$ cat config.mk
export PLATFORM = sky130hd
export DESIGN_NAME = flash_write_combining_buffer_core
export DESIGN_NICKNAME = d
export VERILOG_FILES = /design/src/fwcb_pkg.sv /design/src/fwcb_merge.sv /design/src/fwcb_out_fifo.sv /design/src/flash_write_combining_buffer_core.sv
export SDC_FILE = /design/constraint.sdc
export NUM_CORES = 2
export LEC_CHECK = 0
export ABC_AREA = 1
export BUFFER_PORTS_ARGS = -buffer_cell sky130_fd_sc_hd__buf_2
export CORE_MARGIN = 5
export CORE_UTILIZATION = 35
export DETAILED_ROUTE_END_ITERATION = 10
export PLACE_DENSITY = 0.58
export SETUP_SLACK_MARGIN = 0.2
export SYNTH_ARGS = -nofsm -noshare
export SYNTH_HDL_FRONTEND = slang
export SYNTH_HIERARCHICAL = 1
export SYNTH_SLANG_ARGS = --single-unit
export TNS_END_PERCENT = 30
$ cat constraint.sdc
create_clock -name i_clk -period 25.1 [get_ports i_clk]
set_clock_uncertainty 0.05 [all_clocks]
set_input_delay 3.765 -clock i_clk [delete_from_list [all_inputs] [get_ports i_clk]]
set_output_delay 3.765 -clock i_clk [all_outputs]
set_load 0.01 [all_outputs]
$ cat src/fwcb_pkg.sv
// shared types and constants of the flash write-combining buffer
package fwcb_pkg;

    // word geometry (word size must be a power of two)
    localparam int unsigned WORD_BYTES = 8;
    localparam int unsigned OFF_W      = $clog2(WORD_BYTES);
    localparam int unsigned ADDR_W     = 32;
    localparam int unsigned BYTE_W     = 8;
    localparam int unsigned VALUE_W    = 64;
    localparam int unsigned CFG_IDX_W  = 8;
    localparam int unsigned CFG_DATA_W = 32;

    // output queue default depth (power of two, at least 8)
    localparam int unsigned FIFO_DEPTH = 8;

    localparam logic [BYTE_W-1:0] ERASED_BYTE = 8'hFF;

    // register indexes
    localparam logic [CFG_IDX_W-1:0] REG_REGION_BASE   = 8'd0;
    localparam logic [CFG_IDX_W-1:0] REG_REGION_LENGTH = 8'd1;

    // input modes
    localparam logic MODE_WRITE = 1'b0;
    localparam logic MODE_FLUSH = 1'b1;

    // result kinds
    localparam logic KIND_PROGRAM = 1'b0;
    localparam logic KIND_DISCARD = 1'b1;

    typedef struct packed {
        logic                kind;
        logic [ADDR_W-1:0]   word_address;
        logic [VALUE_W-1:0]  word_value;
        logic                last;
    } t_result;

    // up to two results pushed per processed item, first one oldest
    typedef struct packed {
        logic [1:0] num;
        t_result    first;
        t_result    second;
    } t_push;

endpackage

$ cat src/fwcb_merge.sv
// word buffer state and the single-pass merge / flush logic
module fwcb_merge (
    input  logic                        i_clk,
    input  logic                        i_rst_n,
    input  logic                        i_valid,
    input  logic                        i_mode,
    input  logic [fwcb_pkg::ADDR_W-1:0] i_address,
    input  logic [fwcb_pkg::BYTE_W-1:0] i_data_byte,
    input  logic [fwcb_pkg::ADDR_W:0]   i_limit,
    output fwcb_pkg::t_push             o_push
);
    import fwcb_pkg::*;

    typedef logic [WORD_BYTES-1:0][BYTE_W-1:0] t_bytes;

    logic [ADDR_W-1:0] r_baddr, n_baddr;
    logic              r_valid, n_valid;
    logic              r_dirty, n_dirty;
    t_bytes            r_bytes, n_bytes;

    logic              push_a, push_b;
    t_result           res_a, res_b;
    logic [OFF_W-1:0]  off;
    logic [ADDR_W-1:0] aligned;
    logic              flushable;
    logic              change;

    function automatic t_result make_result(input logic [ADDR_W-1:0] addr,
                                            input t_bytes bytes,
                                            input logic [ADDR_W:0] limit);
        t_result r;
        r.kind         = ({1'b0, addr} >= limit) ? KIND_DISCARD : KIND_PROGRAM;
        r.word_address = addr;
        r.word_value   = VALUE_W'(bytes);
        r.last         = 1'b1;
        return r;
    endfunction

    // merge the item into the buffer, collect flushed words
    always_comb begin
        n_baddr   = r_baddr;
        n_valid   = r_valid;
        n_dirty   = r_dirty;
        n_bytes   = r_bytes;
        push_a    = 1'b0;
        push_b    = 1'b0;
        off       = i_address[OFF_W-1:0];
        aligned   = {i_address[ADDR_W-1:OFF_W], {OFF_W{1'b0}}};
        flushable = r_valid && r_dirty;
        change    = !r_valid || (aligned != r_baddr);
        res_a     = make_result(r_baddr, r_bytes, i_limit);
        res_b     = res_a;
        if (i_valid) begin
            if (i_mode == MODE_FLUSH) begin
                if (flushable) begin
                    push_a  = 1'b1;
                    n_bytes = {WORD_BYTES{ERASED_BYTE}};
                    n_baddr = '0;
                    n_valid = 1'b0;
                    n_dirty = 1'b0;
                end
            end else begin
                // word change: old word goes out if dirty, a clean buffer is all erased
                if (change) begin
                    push_a  = flushable;
                    n_bytes = {WORD_BYTES{ERASED_BYTE}};
                    n_baddr = aligned;
                    n_valid = 1'b1;
                end
                n_bytes[off] = i_data_byte;
                n_dirty      = 1'b1;
                // last byte of the word: flush it and move to the next word
                if (off == OFF_W'(WORD_BYTES - 1)) begin
                    push_b  = 1'b1;
                    res_b   = make_result(n_baddr, n_bytes, i_limit);
                    n_bytes = {WORD_BYTES{ERASED_BYTE}};
                    n_dirty = 1'b0;
                    n_baddr = n_baddr + ADDR_W'(WORD_BYTES);
                    n_valid = 1'b1;
                end
            end
        end
    end

    // compact the results for the output queue
    always_comb begin
        o_push.num    = 2'd0;
        o_push.first  = res_a;
        o_push.second = res_b;
        if (push_a && push_b) begin
            o_push.num        = 2'd2;
            o_push.first.last = 1'b0;
        end else if (push_a) begin
            o_push.num = 2'd1;
        end else if (push_b) begin
            o_push.num   = 2'd1;
            o_push.first = res_b;
        end
    end

    // buffer state
    always_ff @(posedge i_clk) begin
        if (!i_rst_n) begin
            r_baddr <= '0;
            r_valid <= 1'b0;
            r_dirty <= 1'b0;
            r_bytes <= {WORD_BYTES{ERASED_BYTE}};
        end else begin
            r_baddr <= n_baddr;
            r_valid <= n_valid;
            r_dirty <= n_dirty;
            r_bytes <= n_bytes;
        end
    end

endmodule

$ cat src/fwcb_out_fifo.sv
// result queue taking up to two results per cycle, one beat out per cycle while i_ready is high
module fwcb_out_fifo #(
    parameter int unsigned DEPTH = fwcb_pkg::FIFO_DEPTH
) (
    input  logic                         i_clk,
    input  logic                         i_rst_n,
    input  fwcb_pkg::t_push              i_push,
    output fwcb_pkg::t_result            o_head,
    output logic                         o_valid,
    input  logic                         i_ready,
    output logic [$clog2(DEPTH+1)-1:0]   o_count
);
    import fwcb_pkg::*;

    localparam int unsigned PTR_W = $clog2(DEPTH);
    localparam int unsigned CNT_W = $clog2(DEPTH + 1);

    t_result            r_mem [DEPTH];
    logic [PTR_W-1:0]   r_wr, n_wr;
    logic [PTR_W-1:0]   r_rd, n_rd;
    logic [CNT_W-1:0]   r_cnt, n_cnt;
    logic [PTR_W-1:0]   wr_next;
    logic               pop;

    assign o_valid = (r_cnt != '0);
    assign o_head  = r_mem[r_rd];
    assign o_count = r_cnt;
    assign pop     = o_valid && i_ready;
    assign wr_next = r_wr + PTR_W'(1);

    // pointer and count update
    always_comb begin
        n_wr  = r_wr + PTR_W'(i_push.num);
        n_rd  = r_rd + PTR_W'(pop);
        n_cnt = r_cnt + CNT_W'(i_push.num) - CNT_W'(pop);
    end

    always_ff @(posedge i_clk) begin
        if (!i_rst_n) begin
            r_wr  <= '0;
            r_rd  <= '0;
            r_cnt <= '0;
        end else begin
            r_wr  <= n_wr;
            r_rd  <= n_rd;
            r_cnt <= n_cnt;
        end
    end

    // storage write
    always_ff @(posedge i_clk) begin
        if (i_push.num != 2'd0) begin
            r_mem[r_wr] <= i_push.first;
        end
        if (i_push.num == 2'd2) begin
            r_mem[wr_next] <= i_push.second;
        end
    end

endmodule

$ cat src/flash_write_combining_buffer_core.sv
// top level of the flash write-combining buffer
//
//  channel   | direction | handshake                     | payload
//  ----------+-----------+-------------------------------+---------------------------------
//  s_axis    | in        | s_axis_tvalid / s_axis_tready | tuser mode, tdata address+byte
//  m_axis    | out       | m_axis_tvalid / m_axis_tready | tuser kind, tdata addr+word, tlast
//  cfg       | in        | i_cfg_valid / o_cfg_ready     | i_cfg_index, i_cfg_data
//
//  one beat per cycle in while s_axis_tready is high; the item is registered, merged in
//  the next cycle and its results land in the output queue
//  an item that flushes two words gives two output beats; the queue absorbs
//  this and s_axis_tready drops when it could not hold two results for the item in
//  flight plus two for a new one
//  synchronous reset clears the buffer (no word held, bytes erased), the region
//  registers and the queue; config writes are never stalled
module flash_write_combining_buffer_core #(
    parameter int unsigned FIFO_DEPTH = fwcb_pkg::FIFO_DEPTH
) (
    input  logic                            i_clk,
    input  logic                            i_rst_n,
    // slave side
    input  logic                            s_axis_tvalid,
    output logic                            s_axis_tready,
    input  logic [39:0]                     s_axis_tdata,  // [31:0] address, [39:32] data_byte
    input  logic [0:0]                      s_axis_tuser,  // [0] mode
    // master side
    output logic                            m_axis_tvalid,
    input  logic                            m_axis_tready,
    output logic [95:0]                     m_axis_tdata,  // [31:0] word_address, [95:32] word_value
    output logic [0:0]                      m_axis_tuser,  // [0] kind
    output logic                            m_axis_tlast,
    // configuration
    input  logic                            i_cfg_valid,
    output logic                            o_cfg_ready,
    input  logic [fwcb_pkg::CFG_IDX_W-1:0]  i_cfg_index,
    input  logic [fwcb_pkg::CFG_DATA_W-1:0] i_cfg_data
);
    import fwcb_pkg::*;

    localparam int unsigned CNT_W = $clog2(FIFO_DEPTH + 1);

    logic [ADDR_W-1:0] r_base;
    logic [ADDR_W-1:0] r_len;
    logic [ADDR_W:0]   r_limit;

    logic              r_in_vld;
    logic              r_in_mode;
    logic [ADDR_W-1:0] r_in_addr;
    logic [BYTE_W-1:0] r_in_data;

    t_push             w_push;
    t_result           w_head;
    logic [CNT_W-1:0]  w_count;
    logic [CNT_W:0]    w_need;
    logic              s_accept;

    // configuration registers, limit computed without wrap
    assign o_cfg_ready = 1'b1;

    always_ff @(posedge i_clk) begin
        if (!i_rst_n) begin
            r_base  <= '0;
            r_len   <= '0;
            r_limit <= '0;
        end else begin
            if (i_cfg_valid && o_cfg_ready) begin
                if (i_cfg_index == REG_REGION_BASE) begin
                    r_base <= i_cfg_data;
                end else if (i_cfg_index == REG_REGION_LENGTH) begin
                    r_len <= i_cfg_data;
                end
            end
            r_limit <= {1'b0, r_base} + {1'b0, r_len};
        end
    end

    // room for the item in flight and the new one, two results each
    assign w_need        = {1'b0, w_count} + (r_in_vld ? (CNT_W+1)'(2) : '0);
    assign s_axis_tready = (w_need <= (CNT_W+1)'(FIFO_DEPTH - 2));
    assign s_accept      = s_axis_tvalid && s_axis_tready;

    // input register
    always_ff @(posedge i_clk) begin
        if (!i_rst_n) begin
            r_in_vld <= 1'b0;
        end else begin
            r_in_vld <= s_accept;
        end
    end

    always_ff @(posedge i_clk) begin
        if (s_accept) begin
            r_in_mode <= s_axis_tuser[0];
            r_in_addr <= s_axis_tdata[31:0];
            r_in_data <= s_axis_tdata[39:32];
        end
    end

    fwcb_merge u_merge (
        .i_clk       (i_clk),
        .i_rst_n     (i_rst_n),
        .i_valid     (r_in_vld),
        .i_mode      (r_in_mode),
        .i_address   (r_in_addr),
        .i_data_byte (r_in_data),
        .i_limit     (r_limit),
        .o_push      (w_push)
    );

    fwcb_out_fifo #(
        .DEPTH (FIFO_DEPTH)
    ) u_out_fifo (
        .i_clk   (i_clk),
        .i_rst_n (i_rst_n),
        .i_push  (w_push),
        .o_head  (w_head),
        .o_valid (m_axis_tvalid),
        .i_ready (m_axis_tready),
        .o_count (w_count)
    );

    // output packing
    assign m_axis_tdata = {w_head.word_value, w_head.word_address};
    assign m_axis_tuser = w_head.kind;
    assign m_axis_tlast = w_head.last;

    // queue never overfills
    a_no_overflow: assert property (@(posedge i_clk) disable iff (!i_rst_n)
        w_count <= CNT_W'(FIFO_DEPTH))
        else $error("result queue overflow");

    // the second result of an item follows its first without a gap
    a_pair_follows: assert property (@(posedge i_clk) disable iff (!i_rst_n)
        m_axis_tvalid && m_axis_tready && !m_axis_tlast |=> m_axis_tvalid)
        else $error("second result of an item missing");

    // every flushed word is aligned
    a_aligned: assert property (@(posedge i_clk) disable iff (!i_rst_n)
        m_axis_tvalid |-> (m_axis_tdata[OFF_W-1:0] == '0))
        else $error("unaligned word address");

    // a merge that pushes results needs an item in flight
    a_push_from_item: assert property (@(posedge i_clk) disable iff (!i_rst_n)
        (w_push.num != 2'd0) |-> $past(s_accept))
        else $error("result without an accepted item");

endmodule

After elaboration in Yosys (flattened, before gate mapping)
Memories as Yosys holds them, arrays and structs flattened. A register that Yosys moved wholly into a read port is not among the register bits.
Cells that the tools add are included.

storage, ports and cells
  bits in registers = 247
  bits in writable memories = 784
  input port bits = 86
  output and inout port bits = 101
  word-level logic and storage cells = 101
  memories kept = 1

memory list
  memory            words  bits a word  rd ports  clocked after Yosys merged registers in  write ports  RTL line             text
  u_out_fifo.r_mem  8      98           1         1                                        2            fwcb_out_fifo.sv:18  t_result r_mem [DEPTH];

cells by class
  $add $sub $neg = 8
  $lt $le $gt $ge = 5
  equality and inequality tests = 5
  muxes and demuxes = 45
  bitwise operators = 1
  reduce and logical (&&, ||, !) cells = 15

operator list
  kind                                                                               number
  98-bit two-way mux                                                                 4
  64-bit two-way mux                                                                 6
  32-bit two-way mux                                                                 6
  99-bit two-way mux                                                                 1
  97-bit two-way mux                                                                 1
  32-bit by 33-bit >= comparator with 1-bit output                                   2
  64-bit bitwise mux                                                                 1
  32-bit by 32-bit adder with 33-bit output                                          1
  32-bit by 4-bit adder with 32-bit output (second input constant)                   1
  32-bit != test                                                                     1
  8-bit demux with 3-bit select                                                      1
  1-bit two-way mux                                                                  20
  8-bit by 1-bit == test with 1-bit output (second input constant)                   1
  8-bit logical NOT                                                                  1
  8-bit two-way mux                                                                  1
  2-bit two-way mux                                                                  3
  3-bit AND reduction                                                                2
  4-bit by 2-bit adder with 5-bit output                                             1
  5-bit by 3-bit less-or-equal comparator with 1-bit output (second input constant)  1
  1-bit logical AND                                                                  5
  4-bit by 2-bit adder with 4-bit output                                             1
  3-bit by 4-bit < comparator with 1-bit output (second input constant)              1
  2-bit AND reduction                                                                2
  4-bit nonzero test                                                                 1
  14 further kinds                                                                   14

Longest topological paths before layout
  word-level depth = 16
  mapped depth = 22
  depth with buffers taken out = 20

Hierarchy
Netlist, hierarchy kept.

by module, submodules not included
  module                             times used  cells each  area an instance (um^2)  seq. area each (um^2)
  fwcb_out_fifo                      1           6371        47823.4                  23742.8
  fwcb_merge                         1           1786        10094.7                  1961.9
  flash_write_combining_buffer_core  1           929         6836.6                   3193.1

Worst setup path before layout
No wires, ideal clock.

  path type = reg-to-reg
  start point = register r_in_addr[22]
  end point = memory u_out_fifo/r_mem[1][0] (netlist name), enable pin
  library setup time = 0.690 ns
  data arrival time = 8.596 ns
  required time = 24.360 ns
  slack = 15.764 ns
  stages on the path, launching flop included = 15
  buffers on the path = 1
  period minus slack after synthesis = 9.336 ns
  path through = edfxtp_1 > buf_2 > xnor2_1 > nand2_1 > nor2_1 > nand2_1 > nor2_2 > nand3_2 > nand2_4 > inv_1 > ha_1 > inv_1 > nand2_1 > nand2_1 > o21ai_0

RTL lines
  item                    RTL line                                 text
  start, declared         flash_write_combining_buffer_core.sv:48  logic [ADDR_W-1:0] r_in_addr;
  start signal, assigned  flash_write_combining_buffer_core.sv:94  r_in_addr <= s_axis_tdata[31:0];
  end, declared           fwcb_out_fifo.sv:18

==> load_flow_metrics.sql <==
INSERT INTO impl_metrics (metric_group, metric, value, unit) VALUES
('cts', 'postCtsSetupBuffers', '0', ''),
('die', 'die_footprint', '194000', 'sq um'),
('drt', 'highest_layer', 'met5', ''),
('pwr', 'powerDensity', '72.0', 'nW/um^2'),
('synthesis', 'synth_edf_count', '825', ''),
('critical_path', 'critical_path.slowest_cell', 'sky130_fd_sc_hd__buf_4', ''),
('synthesis', 'synth-seq-area-share', '44.6', '%'),
('sta', 'rsz_0062_raised_after_global_routing', 'no', ''),
('run', 'drv.max_cap_violation_count', '0', ''),
('outcome', 'run_status', 'finished, final reports clean', ''),
('die', 'die_h', '440', 'um'),
('drt', 'met3WireLength', '22100', 'um'),
('drt', 'drtPass1Iterations', '6', ''),
('synthesis', 'synth-adder-area-share', '2.20', '%'),
('drt', 'postRouteAntennaNets', '0', ''),
('die', 'io_pins', '187', ''),
('drt', 'route.detailed.drc', '0', ''),
('die', 'start_util', '35.3', '%'),
('sta', 'finalSetupViolations', '0', ''),
('global_routing', 'grt_start_max_net_pins', '219', ''),
('die', 'core_area', '183000', 'sq um'),
('cts', 'hold_buffers', '0', ''),
('synthesis', 'ys_dominant_reg_cell', 'sky130_fd_sc_hd__edfxtp_1', ''),
('die', 'die_w', '440', 'um'),
('synthesis', 'syn_avg_cell_area', '7.13', 'sq um'),
('placement', 'finalWeightedCongestion', '0.874', ''),
('drt', 'average_wire_per_cell_in_the_routed_design', '21.0', 'um'),
('placement', 'numPortBuffers', '185', ''),
('global_routing', 'antenna_found_initial', '8', ''),
('cts', 'ctsRootBufferMaster', 'sky130_fd_sc_hd__clkbuf_16', ''),
('synthesis', 'synth_xor_xnor_area_share', '0.392', '%'),
('cts', 'cts_buffers', '120', ''),
('synthesis', 'synth-simple-area-share', '36.7', '%'),
('drt', 'mean_number_of_vias_per_cell', '5.38', ''),
('sta', 'report.final.slew_viol_count', '0', ''),
('critical_path', 'worst_path_largest_cell_delay', '950', 'ps'),
('synthesis', 'synth_top_cells_by_area', 'sky130_fd_sc_hd__edfxtp_1 38%, sky130_fd_sc_hd__nand2_1 22%, sky130_fd_sc_hd__nand4_1 7.8%', ''),
('synthesis', 'yosysTopAreaCellShare', '38.3', '%'),
('cts', 'cts_resized', '0', ''),
('min_path', 'min-delay-path-class', 'flop to flop', ''),
('drt', 'drt_iter0_markers', '6332', ''),
('critical_path', 'crit_path_cells', 'buf_4 -> buf_4 -> buf_4 -> nand3_1 -> nand2_1 -> nand2_1 -> nand2_1 -> buf_2', ''),
('drt', 'dr_total_vias', '60367', ''),
('cts', 'clk_transition_reported_paths', '60', 'ps'),
('synthesis', 'synthDominantAreaCellType', 'sky130_fd_sc_hd__edfxtp_1', ''),
('cts', 'cts_htree_levels', '3', ''),
('synthesis', 'synth_async_sr_flop_share', '0', '%'),
('critical_path', 'signal_arrival_time_at_the_worst_endpoint', '4860', 'ps'),
('synthesis', 'yosys-top-cells-count', '3750 x sky130_fd_sc_hd__nand2_1, 1075 x sky130_fd_sc_hd__inv_1, 825 x sky130_fd_sc_hd__edfxtp_1', ''),
('finish', 'finish.utilization', '38.1', '%'),
('cts', 'cts_buffer_depth', '3', ''),
('synthesis', 'ys.warnings.count', '6', ''),
('synthesis', 'synthesis.area', '64800', 'sq um'),
('synthesis', 'multiplexer_fraction_of_the_synthesized_cell_area', '0', '%'),
('sta', 'report.final.hold_viol_count', '0', ''),
('critical_path', 'timing.critical_path.from_type', 'flop', ''),
('global_routing', 'first_global_vias', '56244', ''),
('cts', 'cts_num_sinks', '1031', ''),
('finish', 'layout-drive-gt1-share', '6.89', '%'),
('sta', 'tns', '0', 'ps'),
('finish', 'layout-area-overhead-vs-synth', '7.95', '%'),
('sta', 'max_freq', '115', 'MHz'),
('global_routing', 'grt.overflow.total', '0', ''),
('sta', 'post_route_fraction_of_the_period_consumed_by_the_critical_path', '34.6', '%'),
('synthesis', 'ys_seq_elements', '1031', ''),
('cts', 'clk-insertion-delay-late', '770', 'ps'),
('placement', 'place.detailed.hpwl', '125000', 'um'),
('cts', 'cts_tree', 'yes', ''),
('pwr', 'ir_drop', '0.100', 'mV'),
('critical_path', 'critical_path_class', 'flop to output port', ''),
('synthesis', 'synth_compound_gate_area_share', '3.94', '%');
## flip-flops by register name (all words and copies together), names as in the netlist
signal and count:
u_out_fifo/r_mem 784, u_merge/r_bytes 64, r_limit 33, r_base 32, r_in_addr 32, r_len 32, u_merge/r_baddr 32, r_in_data 8
u_out_fifo/o_count 4, u_out_fifo/r_rd 3, u_out_fifo/r_wr 3, r_in_mode 1, r_in_vld 1, u_merge/r_dirty 1, u_merge/r_valid 1
## power by group
group	internal, W	switching, W
sequential	0.00188	0.0000566
clock	0.00101	0.000753
combinational	0.000376	0.000961
## stage by stage
| step | hold WS, ps | power, W | setup slack [ps] | area [sq um] | std cells |
|---|---|---|---|---|---|
| 3_3_place_gp | 402 | 0.00329 | 17340 | 66000 | 10982 |
| 4_1_cts | 429 | 0.00506 | 16480 | 69900 | 11210 |
| 5_1_grt | 457 | 0.00528 | 16270 | 69900 | 11210 |
| 6_report | 431 | 0.00503 | 16420 | 69900 | 11213 |
| 3_5_place_dp | 415 | 0.00330 | 17310 | 66000 | 10982 |
| 2_1_floorplan | 388 | 0.00281 | 15760 | 64800 | 9087 |
## cell type report
type	instances	area, sq um
inverter	1090	4120
clock inverter	53	483
tap	2464	3080
sequential	1031	28900
timing repair buffer	271	1650
multi-input combinational	6126	28200
antenna	3	7.51
fill	18988	114000
clock buffer	175	3410
## critical path: cells and delay by family (launching register included)
| kind | cells | cell delay (ps) |
|---|---|---|
| buffers and inverters | 4 | 2690 |
| flip-flops | 1 | 620 |
| AND/OR/NAND/NOR | 4 | 640 |
## per-layer routing
layer	track usage, %	up-vias
li1	-	28336
met1	31.6	28512
met2	38.0	3002
met3	3.92	515
met4	8.28	2
met5	0	-
## worst paths after layout
path,startpoint,endpoint,slack (ps),cells after the start
setup / recovery,u_out_fifo/r_rd[1]$_SDFF_PN0_,m_axis_tdata[3],16420,8
hold / removal,u_merge/r_bytes[56]$_SDFFE_PN1P_,u_merge/r_bytes[56]$_SDFFE_PN1P_,430,2
setup reg to reg,r_in_addr[19]$_DFFE_PP_,u_out_fifo/r_mem[1][31]$_DFFE_PP_,18700,15
hold reg to reg,u_merge/r_bytes[56]$_SDFFE_PN1P_,u_merge/r_bytes[56]$_SDFFE_PN1P_,430,2
## cell families (layout without fill, tap and decap cells)
logic type	count (synthesis)	count (layout)
xor gates and xnor gates	29	29
buffers and inverters	1930	1589
AOI/OAI and AO/OA	474	474
and+or+nand+nor	5507	5507
adders and majority gates	112	112
other	3	7
DFF	1031	1031
## cells in the final DEF (no fill, tap or decap), types with 22 or more instances in the layout
cell type | netlist | final
sky130_fd_sc_hd__a21oi_1 | 138 | 138
sky130_fd_sc_hd__buf_2 | 263 | 184
sky130_fd_sc_hd__buf_4 | 2 | 81
sky130_fd_sc_hd__clkbuf_1 | 365 | 37
sky130_fd_sc_hd__clkbuf_16 | 0 | 123
sky130_fd_sc_hd__clkinv_1 | 3 | 23
sky130_fd_sc_hd__dfxtp_1 | 206 | 203
sky130_fd_sc_hd__edfxtp_1 | 825 | 825
sky130_fd_sc_hd__ha_1 | 109 | 108
sky130_fd_sc_hd__inv_1 | 1075 | 1075
sky130_fd_sc_hd__nand2_1 | 3750 | 3749
sky130_fd_sc_hd__nand3_1 | 470 | 470
sky130_fd_sc_hd__nand4_1 | 812 | 812
sky130_fd_sc_hd__nor2_1 | 280 | 277
sky130_fd_sc_hd__nor3_1 | 84 | 82
sky130_fd_sc_hd__o21ai_0 | 199 | 191
sky130_fd_sc_hd__o21ai_1 | 81 | 81
sky130_fd_sc_hd__o21ai_2 | 31 | 31
sky130_fd_sc_hd__or2_2 | 76 | 76
sky130_fd_sc_hd__xnor2_1 | 22 | 22
Power figures use the tool's default switching activity.
